$ cat src/rtl/sed_pkg.sv
`timescale 1ns / 1ps

package sed_pkg;

    localparam int CHAR_W  = 21;
    localparam int COUNT_W = 3;

    typedef struct packed {
        logic [CHAR_W-1:0] char_code;
        logic              end_of_input;
    } t_in_item;

    typedef struct packed {
        logic [CHAR_W-1:0] out_char;
        logic [1:0]        kind;
        logic              last;
    } t_out_item;

    // results produced by one accepted item, towards the output queue
    typedef struct packed {
        logic [1:0] cnt;
        t_out_item  res0;
        t_out_item  res1;
    } t_push;

    typedef enum logic [1:0] {
        MODE_PLAIN = 2'd0,
        MODE_ESC   = 2'd1,
        MODE_OCT   = 2'd2,
        MODE_HEX   = 2'd3
    } t_mode;

    localparam logic [1:0] KIND_CHAR  = 2'd0;
    localparam logic [1:0] KIND_CLOSE = 2'd1;
    localparam logic [1:0] KIND_EOI   = 2'd2;
    localparam logic [1:0] KIND_BAD   = 2'd3;

    localparam logic [CHAR_W-1:0] CH_QUOTE  = 21'h22;
    localparam logic [CHAR_W-1:0] CH_APOS   = 21'h27;
    localparam logic [CHAR_W-1:0] CH_BSLASH = 21'h5C;
    localparam logic [CHAR_W-1:0] CH_N      = 21'h6E;
    localparam logic [CHAR_W-1:0] CH_R      = 21'h72;
    localparam logic [CHAR_W-1:0] CH_U      = 21'h75;
    localparam logic [CHAR_W-1:0] CH_0      = 21'h30;
    localparam logic [CHAR_W-1:0] CH_7      = 21'h37;
    localparam logic [CHAR_W-1:0] CH_9      = 21'h39;
    localparam logic [CHAR_W-1:0] CH_LA     = 21'h61;
    localparam logic [CHAR_W-1:0] CH_LF_HEX = 21'h66;
    localparam logic [CHAR_W-1:0] CH_UA     = 21'h41;
    localparam logic [CHAR_W-1:0] CH_UF     = 21'h46;
    localparam logic [CHAR_W-1:0] CODE_LF   = 21'h0A;
    localparam logic [CHAR_W-1:0] CODE_CR   = 21'h0D;

endpackage

$ cat src/rtl/sed_decode.sv
`timescale 1ns / 1ps

module sed_decode #(
    parameter int MAX_OCTAL_DIGITS = 3,
    parameter int MAX_HEX_DIGITS   = 4
) (
    input  logic             i_clk,
    input  logic             i_rst_n,
    input  logic             i_accept,
    input  sed_pkg::t_in_item i_item,
    output sed_pkg::t_push   o_push
);

    sed_pkg::t_mode                  r_mode,  n_mode;
    logic [sed_pkg::COUNT_W-1:0]     r_count, n_count;
    logic [sed_pkg::CHAR_W-1:0]      r_value, n_value;

    logic [sed_pkg::CHAR_W-1:0] c;
    logic is_oct, is_dec, is_lhex, is_uhex, is_hex;
    logic [3:0] hex_val;
    logic oct_room, hex_room;

    // plain-text handling of a character (also the terminator of a numeric escape)
    logic              p_emit;
    sed_pkg::t_out_item p_res;
    sed_pkg::t_mode    p_mode;

    sed_pkg::t_out_item val_res;
    sed_pkg::t_push     push;

    assign c        = i_item.char_code;
    assign is_oct   = (c >= sed_pkg::CH_0) && (c <= sed_pkg::CH_7);
    assign is_dec   = (c >= sed_pkg::CH_0) && (c <= sed_pkg::CH_9);
    assign is_lhex  = (c >= sed_pkg::CH_LA) && (c <= sed_pkg::CH_LF_HEX);
    assign is_uhex  = (c >= sed_pkg::CH_UA) && (c <= sed_pkg::CH_UF);
    assign is_hex   = is_dec || is_lhex || is_uhex;
    // 'a' and 'A' both have low nibble 1
    assign hex_val  = is_dec ? c[3:0] : (c[3:0] + 4'd9);
    assign oct_room = r_count < sed_pkg::COUNT_W'(MAX_OCTAL_DIGITS);
    assign hex_room = r_count < sed_pkg::COUNT_W'(MAX_HEX_DIGITS);

    always_comb begin
        p_emit         = 1'b1;
        p_res.out_char = c;
        p_res.kind     = sed_pkg::KIND_CHAR;
        p_res.last     = 1'b1;
        p_mode         = sed_pkg::MODE_PLAIN;
        if (c == sed_pkg::CH_QUOTE) begin
            p_res.out_char = '0;
            p_res.kind     = sed_pkg::KIND_CLOSE;
        end else if (c == sed_pkg::CH_BSLASH) begin
            p_emit = 1'b0;
            p_mode = sed_pkg::MODE_ESC;
        end
    end

    always_comb begin
        n_mode  = r_mode;
        n_count = r_count;
        n_value = r_value;

        val_res.out_char = r_value;
        val_res.kind     = sed_pkg::KIND_CHAR;
        val_res.last     = 1'b0;

        push.cnt           = 2'd0;
        push.res0.out_char = '0;
        push.res0.kind     = sed_pkg::KIND_CHAR;
        push.res0.last     = 1'b1;
        push.res1          = p_res;

        if (i_item.end_of_input) begin
            n_mode         = sed_pkg::MODE_PLAIN;
            n_count        = '0;
            n_value        = '0;
            push.cnt       = 2'd1;
            push.res0.kind = sed_pkg::KIND_EOI;
        end else begin
            case (r_mode)
                sed_pkg::MODE_PLAIN: begin
                    n_mode    = p_mode;
                    n_count   = '0;
                    n_value   = '0;
                    push.cnt  = {1'b0, p_emit};
                    push.res0 = p_res;
                end
                sed_pkg::MODE_ESC: begin
                    n_mode   = sed_pkg::MODE_PLAIN;
                    n_count  = '0;
                    n_value  = '0;
                    push.cnt = 2'd1;
                    if (c == sed_pkg::CH_N) begin
                        push.res0.out_char = sed_pkg::CODE_LF;
                    end else if (c == sed_pkg::CH_R) begin
                        push.res0.out_char = sed_pkg::CODE_CR;
                    end else if (c == sed_pkg::CH_BSLASH || c == sed_pkg::CH_QUOTE
                                 || c == sed_pkg::CH_APOS) begin
                        push.res0.out_char = c;
                    end else if (c == sed_pkg::CH_U) begin
                        n_mode   = sed_pkg::MODE_HEX;
                        push.cnt = 2'd0;
                    end else if (is_oct) begin
                        n_mode   = sed_pkg::MODE_OCT;
                        n_count  = sed_pkg::COUNT_W'(1);
                        n_value  = {{(sed_pkg::CHAR_W-3){1'b0}}, c[2:0]};
                        push.cnt = 2'd0;
                    end else begin
                        push.res0.kind = sed_pkg::KIND_BAD;
                    end
                end
                sed_pkg::MODE_OCT: begin
                    if (is_oct && oct_room) begin
                        n_value = {r_value[sed_pkg::CHAR_W-4:0], c[2:0]};
                        n_count = r_count + 1'b1;
                    end else begin
                        n_mode    = p_mode;
                        n_count   = '0;
                        n_value   = '0;
                        push.res0 = val_res;
                        push.res0.last = !p_emit;
                        push.cnt  = p_emit ? 2'd2 : 2'd1;
                    end
                end
                sed_pkg::MODE_HEX: begin
                    if (is_hex && hex_room) begin
                        n_value = {r_value[sed_pkg::CHAR_W-5:0], hex_val};
                        n_count = r_count + 1'b1;
                    end else if (r_count == '0) begin
                        n_mode         = sed_pkg::MODE_PLAIN;
                        n_value        = '0;
                        push.cnt       = 2'd1;
                        push.res0.kind = sed_pkg::KIND_BAD;
                    end else begin
                        n_mode    = p_mode;
                        n_count   = '0;
                        n_value   = '0;
                        push.res0 = val_res;
                        push.res0.last = !p_emit;
                        push.cnt  = p_emit ? 2'd2 : 2'd1;
                    end
                end
                default: begin
                    n_mode = sed_pkg::MODE_PLAIN;
                end
            endcase
        end

        if (!i_accept) begin
            n_mode   = r_mode;
            n_count  = r_count;
            n_value  = r_value;
            push.cnt = 2'd0;
        end
    end

    assign o_push = push;

    always_ff @(posedge i_clk) begin
        if (!i_rst_n) begin
            r_mode  <= sed_pkg::MODE_PLAIN;
            r_count <= '0;
            r_value <= '0;
        end else begin
            r_mode  <= n_mode;
            r_count <= n_count;
            r_value <= n_value;
        end
    end

`ifndef SYNTH
    a_plain_clear: assert property (@(posedge i_clk) disable iff (!i_rst_n)
        (r_mode == sed_pkg::MODE_PLAIN || r_mode == sed_pkg::MODE_ESC)
            |-> (r_count == '0 && r_value == '0))
        else $error("digit state not clear outside numeric escape");
    a_oct_count: assert property (@(posedge i_clk) disable iff (!i_rst_n)
        r_mode == sed_pkg::MODE_OCT
            |-> (r_count != '0 && r_count <= sed_pkg::COUNT_W'(MAX_OCTAL_DIGITS)))
        else $error("octal digit count out of range");
    a_hex_count: assert property (@(posedge i_clk) disable iff (!i_rst_n)
        r_mode == sed_pkg::MODE_HEX
            |-> r_count <= sed_pkg::COUNT_W'(MAX_HEX_DIGITS))
        else $error("hex digit count out of range");
`endif

endmodule

$ cat src/rtl/sed_out_queue.sv
`timescale 1ns / 1ps

module sed_out_queue (
    input  logic               i_clk,
    input  logic               i_rst_n,
    input  sed_pkg::t_push     i_push,
    output logic               o_space,
    output logic               o_valid,
    input  logic               i_ready,
    output sed_pkg::t_out_item o_item
);

    // three-slot shift queue, head always in slot 0
    sed_pkg::t_out_item r_slot [0:2];
    sed_pkg::t_out_item n_slot [0:2];
    logic [1:0] r_count, n_count;
    logic       pop;
    logic [1:0] base;

    assign pop  = (r_count != 2'd0) && i_ready;
    assign base = r_count - {1'b0, pop};

    always_comb begin
        n_slot[0] = pop ? r_slot[1] : r_slot[0];
        n_slot[1] = pop ? r_slot[2] : r_slot[1];
        n_slot[2] = r_slot[2];
        if (i_push.cnt != 2'd0) begin
            case (base)
                2'd0: begin
                    n_slot[0] = i_push.res0;
                    n_slot[1] = i_push.res1;
                end
                2'd1: begin
                    n_slot[1] = i_push.res0;
                    n_slot[2] = i_push.res1;
                end
                default: begin
                    n_slot[2] = i_push.res0;
                end
            endcase
        end
        n_count = base + i_push.cnt;
    end

    always_ff @(posedge i_clk) begin
        r_slot[0] <= n_slot[0];
        r_slot[1] <= n_slot[1];
        r_slot[2] <= n_slot[2];
    end

    always_ff @(posedge i_clk) begin
        if (!i_rst_n) begin
            r_count <= 2'd0;
        end else begin
            r_count <= n_count;
        end
    end

    assign o_space = r_count <= 2'd1;
    assign o_valid = r_count != 2'd0;
    assign o_item  = r_slot[0];

`ifndef SYNTH
    a_push_space: assert property (@(posedge i_clk) disable iff (!i_rst_n)
        i_push.cnt != 2'd0 |-> o_space)
        else $error("item pushed into full queue");
    a_pair_count: assert property (@(posedge i_clk) disable iff (!i_rst_n)
        (r_count == 2'd0 && i_push.cnt == 2'd2) |=> r_count == 2'd2)
        else $error("result pair not both queued");
    a_head_hold: assert property (@(posedge i_clk) disable iff (!i_rst_n)
        (o_valid && !i_ready) |=> (o_valid && $stable(o_item)))
        else $error("head item changed while stalled");
`endif

endmodule

$ cat src/rtl/string_escape_decoder_unit.sv
`timescale 1ns / 1ps

// String literal escape decoder.
// Input channel (i_in_valid / o_in_ready / i_in_item): one character of a
// string body per item, starting after the opening quote, or an end-of-input
// marker. Output channel (o_out_valid / i_out_ready / o_out_item): decoded
// characters, close, end-of-input and bad-escape results; each input item
// gives zero, one or two results, the final one flagged by last.
// Results are registered into the output queue as their input item is accepted.
// Throughput: one item per cycle while the receiver keeps up and no item
// gives two results (numeric escape ended by a plain character or a quote);
// such an item holds off the next one. The three-slot output queue sets the
// stall: o_in_ready comes from the queue's registered count and drops when
// two or more results are waiting.
// When the receiver stalls, results collect in the queue and input is held
// off; nothing is dropped.
// Reset (synchronous, active low) returns the decoder to plain text and
// empties the queue.
module string_escape_decoder_unit #(
    parameter int MAX_OCTAL_DIGITS = 3,
    parameter int MAX_HEX_DIGITS   = 4
) (
    input  logic               i_clk,
    input  logic               i_rst_n,
    input  logic               i_in_valid,
    output logic               o_in_ready,
    input  sed_pkg::t_in_item  i_in_item,
    output logic               o_out_valid,
    input  logic               i_out_ready,
    output sed_pkg::t_out_item o_out_item
);

    logic           accept;
    logic           space;
    sed_pkg::t_push push;

    assign o_in_ready = space;
    assign accept     = i_in_valid && space;

    sed_decode #(
        .MAX_OCTAL_DIGITS(MAX_OCTAL_DIGITS),
        .MAX_HEX_DIGITS  (MAX_HEX_DIGITS)
    ) u_decode (
        .i_clk   (i_clk),
        .i_rst_n (i_rst_n),
        .i_accept(accept),
        .i_item  (i_in_item),
        .o_push  (push)
    );

    sed_out_queue u_queue (
        .i_clk  (i_clk),
        .i_rst_n(i_rst_n),
        .i_push (push),
        .o_space(space),
        .o_valid(o_out_valid),
        .i_ready(i_out_ready),
        .o_item (o_out_item)
    );

endmodule

$ cat config.mk
export PLATFORM = sky130hd
export DESIGN_NAME = string_escape_decoder_unit
export DESIGN_NICKNAME = d
export VERILOG_FILES = /design/src/rtl/sed_pkg.sv /design/src/rtl/sed_decode.sv /design/src/rtl/sed_out_queue.sv /design/src/rtl/string_escape_decoder_unit.sv
export SDC_FILE = /design/constraint.sdc
export NUM_CORES = 1
export LEC_CHECK = 0
export ABC_AREA = 1
export BUFFER_PORTS_ARGS = -buffer_cell sky130_fd_sc_hd__buf_2
export CORE_ASPECT_RATIO = 1.75
export CORE_MARGIN = 1.5
export CORE_UTILIZATION = 55
export DETAILED_ROUTE_END_ITERATION = 8
export PLACE_DENSITY = 0.81
export SLEW_MARGIN = 20
export SYNTH_ARGS = -nofsm -noshare
export SYNTH_HDL_FRONTEND = slang
export SYNTH_HIERARCHICAL = 1
export SYNTH_SLANG_ARGS = --single-unit
export TNS_END_PERCENT = 50
$ cat constraint.sdc
create_clock -name i_clk -period 3 [get_ports i_clk]
set_input_delay 0.6 -clock i_clk [delete_from_list [all_inputs] [get_ports i_clk]]
set_output_delay 0.6 -clock i_clk [all_outputs]
set_load 0.1 [all_outputs]
==> results of run 1 <==
==> per-layer routing <==
metal	global-route usage (%)	up-vias	part of all wire [%]	routed length, um
li1	-	3539	-	-
met3	4.96	81	5.4	1040
met4	19.7	0	6.4	1230
met1	32.3	3213	37	7160
met5	0	-	0	0
met2	52.5	293	51	9840
==> logic make-up after synthesis <==
family                     after synthesis  synth area share (%)
adders and majority gates                6                  1.11
DFF                                    100                  33.2
buffers and inverters                  209                  14.3
xor gates and xnor gates                 3                 0.389
and+or+nand+nor                        608                  38.8
other                                    2                 0.111
AOI/OAI and AO/OA                      146                  12.1
==> registers in the layout, summed over array words and instances, names as in the netlist <==
name	flops
u_decode/r_count	3
u_decode/r_mode	2
u_decode/r_value	21
u_queue/r_count	2
u_queue/r_slot	72
==> how the worst max path moves through the flow <==
stage	slack, ns	to	startpoint
floorplan	0.10	u_queue/r_slot[0][48]$_DFFE_PP_	i_in_item[8]
global placement	-0.28	u_queue/r_slot[0][28]$_DFF_P_	i_in_item[18]
detailed placement	-0.37	u_queue/r_slot[0][39]$_DFF_P_	i_in_item[18]
CTS	0.05	u_queue/r_slot[0][34]$_DFF_P_	i_in_item[18]
global route	0.03	u_queue/r_slot[0][34]$_DFF_P_	i_in_item[5]
finish	0.19	u_queue/r_slot[0][49]$_DFFE_PP_	i_in_item[2]
==> cell type report <==
class	instances	area [um2]	area share, %
clock inverters	5	40.0	0.516
repair buffers	141	1020	13.2
inverters	111	418	5.39
well taps	165	206	2.66
multi-input cells	765	3580	46.1
flip-flops and latches	100	2240	28.9
clock buffers	11	254	3.27
==> repair_timing <==
item,4_1_cts,5_1_grt
buffers inserted,0,1
resized for setup,1,7
hold endpoints to repair,0,0
cloned,0,1
pin swaps,0,2
hold buffers,0,0
endpoints found under the setup margin,7,65
==> placed cells by master (no fill, tap or decap), types with 3 or more instances in the layout <==
cell	Yosys	routed
sky130_fd_sc_hd__inv_2	6	6
sky130_fd_sc_hd__o21ai_0	41	39
sky130_fd_sc_hd__buf_4	35	83
sky130_fd_sc_hd__buf_2	17	51
sky130_fd_sc_hd__nand2_4	3	3
sky130_fd_sc_hd__edfxtp_1	24	24
sky130_fd_sc_hd__nand2_1	330	329
sky130_fd_sc_hd__dfxtp_1	76	76
sky130_fd_sc_hd__xor2_1	3	3
sky130_fd_sc_hd__nand3_2	4	5
sky130_fd_sc_hd__buf_12	0	6
sky130_fd_sc_hd__clkbuf_16	0	11
sky130_fd_sc_hd__a31oi_1	47	47
sky130_fd_sc_hd__inv_1	102	102
sky130_fd_sc_hd__o21ai_1	20	21
sky130_fd_sc_hd__nor2_1	113	111
sky130_fd_sc_hd__a21oi_1	30	30
sky130_fd_sc_hd__ha_1	6	6
sky130_fd_sc_hd__nand3_1	111	110
sky130_fd_sc_hd__nand4_1	21	21
sky130_fd_sc_hd__nor2_2	3	5
sky130_fd_sc_hd__nand2_2	8	9
sky130_fd_sc_hd__nor3_1	5	4
sky130_fd_sc_hd__nor2_4	7	7
==> per-stage QoR <==
stage	setup WS, ns	utilization (%)
after floorplan	0.105	-
after global placement	-0.277	61.7
after detailed placement	-0.371	61.7
after CTS	0.0514	64.2
after global routing	0.0293	64.7
final	0.189	64.7
==> critical path, cell delays in order <==
cell	delay, ns
sky130_fd_sc_hd__buf_2	0.13
sky130_fd_sc_hd__inv_1	0.11
sky130_fd_sc_hd__ha_1	0.20
sky130_fd_sc_hd__inv_1	0.06
sky130_fd_sc_hd__nor3_1	0.28
sky130_fd_sc_hd__nand4_1	0.15
sky130_fd_sc_hd__nand2_1	0.11
sky130_fd_sc_hd__nand2_2	0.06
sky130_fd_sc_hd__buf_4	0.17
sky130_fd_sc_hd__nand4_1	0.16
sky130_fd_sc_hd__inv_1	0.06
sky130_fd_sc_hd__a31oi_1	0.30
sky130_fd_sc_hd__o21ai_0	0.18
sky130_fd_sc_hd__nand2_1	0.10
sky130_fd_sc_hd__inv_1	0.07
sky130_fd_sc_hd__nand2_1	0.08
sky130_fd_sc_hd__o21ai_1	0.07
==> power by group through the flow <==
stage	Clock (mW)	Sequential, mW	Combinational, mW
final	1.16	1.60	1.24
after global routing	1.23	1.62	1.33
after CTS	1.17	1.60	1.22
after detailed placement	0	1.63	1.21
after global placement	0	1.63	1.20
after floorplan	0	1.62	1.08
==> results.md, run 1 <==
* Hold slack at 0.468 ns
* Proportion of power drawn by flip-flops and latches at 40.0%
* R2R depth at 10
* Die extent in y at 150 um
* R2r endpoint: u_queue/r_slot[0][59]$_DFFE_PP_
* Number of warnings issued by yosys at 6
* DRC violations left at 0
* Largest clock skew in the final design at 0.00920 ns
* Slew at the pin closest to its max-slew limit at 0.864 ns
* Pins Over Slew Limit at 0
* Cell with the most instances after synthesis: sky130_fd_sc_hd__nand2_1
* Slew headroom at 42.3%
* Cells after Synth at 1074
* Placed cell area at 0.00741 mm2
* Synth-to-layout area growth at 14.8%
* Max rail drop VDD at 0.259 mV
* First-pass detailed-route iteration total at 5
* Detailed Place HPWL at 14.3 mm
* Unrepaired setup endpoints after global routing: no
* Count of buffers inserted at the top-level ports at 51
* Initial antenna violation count at 0
* Number of max-capacitance violations reported at 0
* Total length of routed wires at 19.3 mm
* CTS tree: built
* Number of DRC markers after the initial detailed-route iteration at 652
* Number of buffers created by CTS at 9
* Vias per Instance at 5.49
* R2r startpoint: u_decode/r_mode[1]$_SDFFE_PN0P_
* Worst Hold Launch: u_queue/r_slot[0][28]$_DFF_P_
* Area enclosed by the die boundary at 0.0130 mm2
* Area of the core region at 0.0120 mm2
* Post-synthesis cell area at 0.00676 mm2
* Post-synth EDFFs at 24
* Power density of the placed cells at 515 mW/mm2
* Vias at 7126
* Synth Net Count at 1106
* Pin count of the biggest net entering global routing at 49
* Starting density of the core at 56.3%
* Flop-to-flop setup slack at 0.50 ns
* Clock sinks at 100
* Number of nets in the finished design at 1160
* Clock-pin slew on the worst setup and hold paths at 0.07 ns
* Internal portion of total power at 2.45 mW
* RePlAce Congestion at 1.09
* Net switching component of the power at 1.55 mW
* Placed cells at 1280
* Fraction of power spent switching nets at 38.7%
* Non-Filler Instances at 1298
* Achievable Freq at 356 MHz
* Share of async-settable or async-resettable flops after synthesis at 0%
* Type of the worst setup path: in2reg
* Part of the power in the clock network at 29.0%
* Pwr Total at 4.00 mW
* Number of hold violations in the final report at 0
* Part of the total power dissipated in combinational logic at 31.0%
* Later-pin clock latency in the skew report at 0.35 ns
* Yosys top cell by area: sky130_fd_sc_hd__dfxtp_1
* Predominant post-synthesis flop cell: sky130_fd_sc_hd__dfxtp_1
* Leak pwr at 3.55 nW
* Part of the cycle the worst path needs at 93.7%
* Die boundary width at 86.8 um
* Post-synthesis cell type count at 37
* Proportion of synthesized chip area in sequential cells at 33.2%
* Number of fillers in the final layout at 1077
* Tightest Hold Check Type: reg2reg
* Cell types with the largest area share after synthesis: sky130_fd_sc_hd__dfxtp_1, sky130_fd_sc_hd__nand2_1, sky130_fd_sc_hd__edfxtp_1, sky130_fd_sc_hd__nand3_1, sky130_fd_sc_hd__nor2_1
* Number of cells traversed by the worst hold path at 2
* Routed Antenna Nets at 0
* Total of flip-flops plus latches after synthesis at 100
* CP Launch Type: input port
* Synthesized area per cell at 6.29 um2
* Clock root buffer: sky130_fd_sc_hd__clkbuf_16
* GR Util All Layers at 29.9%
* Synth top area share at 22.5%
* Via count of the first global-routing pass at 6264
* I/O pins at 52
* Highest net fanout along the worst path at 6
* Final Instance Area at 0.00776 mm2
* Wire per inst at 14.9 um
* Count of antenna diodes in the layout at 0
* Endpoint of the worst hold-timing path: u_queue/r_slot[0][4]$_DFF_P_
* Count of H-tree levels built during CTS at 3
* Count of endpoints failing setup in the final report at 0
* Share of layout cells above drive strength 1 at 17.7%
* Worst Path Arrival at 2.90 ns
* Residual overflow from global routing at 0
* Crit end category: flop
* Time the worst path needs with I/O delays and setup at 2.81 ns
* Result of the run: completed
* Std cell rows at 53
* Synth top cells by count: sky130_fd_sc_hd__nand2_1, sky130_fd_sc_hd__nor2_1, sky130_fd_sc_hd__nand3_1
* Setup TNS at 0 ns
* Maximum clock path buffer count at 2
* First-pass GRT wire length at 30.3 mm
* WP data required at 3.09 ns
Note: power is estimated with default switching activity, not from simulation.
==> run 2, diff against run 1 <==
- CTS_CLUSTER_SIZE: unset -> 40
- GPL_ROUTABILITY_DRIVEN: unset -> 0
- PLACE_DENSITY: 0.81 -> unset
- PLACE_DENSITY_LB_ADDON: unset -> 0.05
==> results.md, run 2 (synthesized netlist as in run 1, its figures left out) <==
* Vias at 7009
* Worst Hold Launch: u_queue/r_slot[0][44]$_DFF_P_
* Leak pwr at 3.66 nW
* R2r startpoint: u_decode/r_mode[1]$_SDFFE_PN0P_
* Max rail drop VDD at 0.268 mV
* Die extent in y at 150 um
* Clock-pin slew on the worst setup and hold paths at 0.07 ns
* Slew at the pin closest to its max-slew limit at 0.894 ns
* Worst Path Arrival at 3.11 ns
* CP max stage delay at 0.22 ns
* Area of the core region at 0.0120 mm2
* GR Util All Layers at 30.2%
* Detailed Place HPWL at 14.8 mm
* Share of layout cells above drive strength 1 at 19.6%
* Number of DRC markers after the initial detailed-route iteration at 446
* Synth-to-layout area growth at 17.0%
* Register with the most flip-flops: u_queue/r_slot
* First-pass detailed-route iteration total at 5
* Postcts setup bufs at 0
* Setup TNS at 0 ns
* Result of the run: completed
* Area enclosed by the die boundary at 0.0130 mm2
* I/O pins at 52
* Number of hold violations in the final report at 0
* Hold slack at 0.469 ns
* WP buf/inv at 6
* Part of the cycle the worst path needs at 95.7%
* Number of max-capacitance violations reported at 0
* Crit path cell chain: buf_2, nor2_2, nand2_2, inv_1, nand2_1, nor3_4, nand3_1, o21ai_1, nand2_1, o21ai_1, o21ai_0, nand2_1, nor2_1, inv_1, nand2_1, buf_4, nand2_1, buf_12, nand3_1, nand2_1, inv_1
* WP data required at 3.24 ns
* Count of endpoints failing setup in the final report at 0
* CTS tree: built
* Slew headroom at 40.4%
* Number of fillers in the final layout at 1156
* Largest clock skew in the final design at 0.00820 ns
* Total length of routed wires at 19.1 mm
* Clock sinks at 100
* Pins Over Slew Limit at 0
* Crit. path cell count at 21
* CP Launch Type: input port
* First-pass GRT wire length at 30.9 mm
* Largest regs: u_queue/r_slot: 72 flops, u_decode/r_value: 21 flops, u_decode/r_count: 3 flops
* Cell type of the slowest stage on the worst timing path: sky130_fd_sc_hd__nor3_4
* Residual overflow from global routing at 0
* Achievable Freq at 348 MHz
* Maximum clock path buffer count at 2
* Worst setup path startpoint: i_in_item[20]
* Via count of the first global-routing pass at 6516
* Highest net fanout along the worst path at 36
* Commonest non-fill, non-tap cell in the layout: sky130_fd_sc_hd__nand2_1
* Vias per Instance at 5.29
* Wire per inst at 14.4 um
* Initial antenna violation count at 0
* Count of buffers inserted at the top-level ports at 51
* Top delay family on crit path: simple AND/OR/NAND/NOR gates
* Die boundary width at 86.8 um
* Commonest cells after routing, fill and taps aside: sky130_fd_sc_hd__nand2_1, sky130_fd_sc_hd__buf_4, sky130_fd_sc_hd__nor2_1, sky130_fd_sc_hd__nand3_1, sky130_fd_sc_hd__inv_1
* Crit end category: flop
* Power density of the placed cells at 499 mW/mm2
* Routed Antenna Nets at 0
* Number of buffers created by CTS at 9
* Clock root buffer: sky130_fd_sc_hd__clkbuf_16
* Library cell appearing most often on the critical path: sky130_fd_sc_hd__nand2_1
* Std cell rows at 53
* Count of H-tree levels built during CTS at 3
* Count of antenna diodes in the layout at 0
* R2R depth at 16
* Max FFs per register at 72
* Number of nets in the finished design at 1188
* Starting density of the core at 56.3%
* Tightest Hold Check Type: reg2reg
* Type of the worst setup path: in2reg
* DRC violations left at 0
* Number of cells traversed by the worst hold path at 2
* Hold buffers post-CTS at 0
* Pin count of the biggest net entering global routing at 49
* Later-pin clock latency in the skew report at 0.34 ns
* Time the worst path needs with I/O delays and setup at 2.87 ns
run 2: cell count changes in the layout (fill, tap and decap cells not counted), sizes merged:
cell and change:
clkbuf -3, buf +29, clkinvlp +2
run 2: repair_timing:
action / 4_1_cts / 5_1_grt
gates resized for setup: 1 / 9
setup endpoints to repair: 52 / 72
gates cloned: 0 / 0
run 2: per-stage QoR:
step           std cells  utilization, %  cell area, um2  total power, mW  worst slack, ns
2_1_floorplan       1074               -            6760             2.70            0.105
5_1_grt             1326            65.9            7910             4.14          -0.0243
6_report            1326            65.9            7910             3.94            0.128
3_3_place_gp        1310            63.3            7600             2.84           -0.361
4_1_cts             1326            65.7            7890             3.96           0.0475
3_5_place_dp        1310            63.3            7600             2.86           -0.432
run 2: cell type report:
cell class              count  area [um2]  area share [%]
clock inverters             7        58.8           0.744
flip-flops and latches    100        2240            28.4
clock buffers               9         225            2.85
repair buffers            169        1180            14.9
inverters                 111         418            5.28
well taps                 165         206            2.61
multi-input cells         765        3580            45.3
run 2: power by group:
| group | leakage, nW | switching, mW | internal (mW) |
|---|---|---|---|
| registers | 0.852 | 0.0640 | 1.53 |
| clock network | 0.134 | 0.531 | 0.576 |
| logic | 2.68 | 0.939 | 0.301 |
run 2: final timing paths:
| check | to | slack, ns |
|---|---|---|
| min reg2reg | u_queue/r_slot[0][20]$_DFF_P_ | 0.47 |
| max | u_queue/r_slot[0][32]$_DFF_P_ | 0.13 |
| min | u_queue/r_slot[0][20]$_DFF_P_ | 0.47 |
| max reg2reg | u_queue/r_slot[0][33]$_DFF_P_ | 0.61 |
run 2: worst reg2reg max path: cells and delay by family, from the launching register on:
family	cells	cell delay (ns)
and+or+nand+nor	8	0.89
buffers and inverters	6	0.74
DFF	1	0.43
AOI/OAI and AO/OA	2	0.24
run 2: routing by layer:
| layer | routed length [um] | vias up | global-route usage (%) |
|---|---|---|---|
| met5 | 0 | - | 0 |
| met2 | 9440 | 248 | 52.6 |
| met4 | 1200 | 0 | 20.0 |
| met1 | 7600 | 3105 | 34.5 |
| met3 | 906 | 65 | 2.70 |
| li1 | - | 3591 | - |
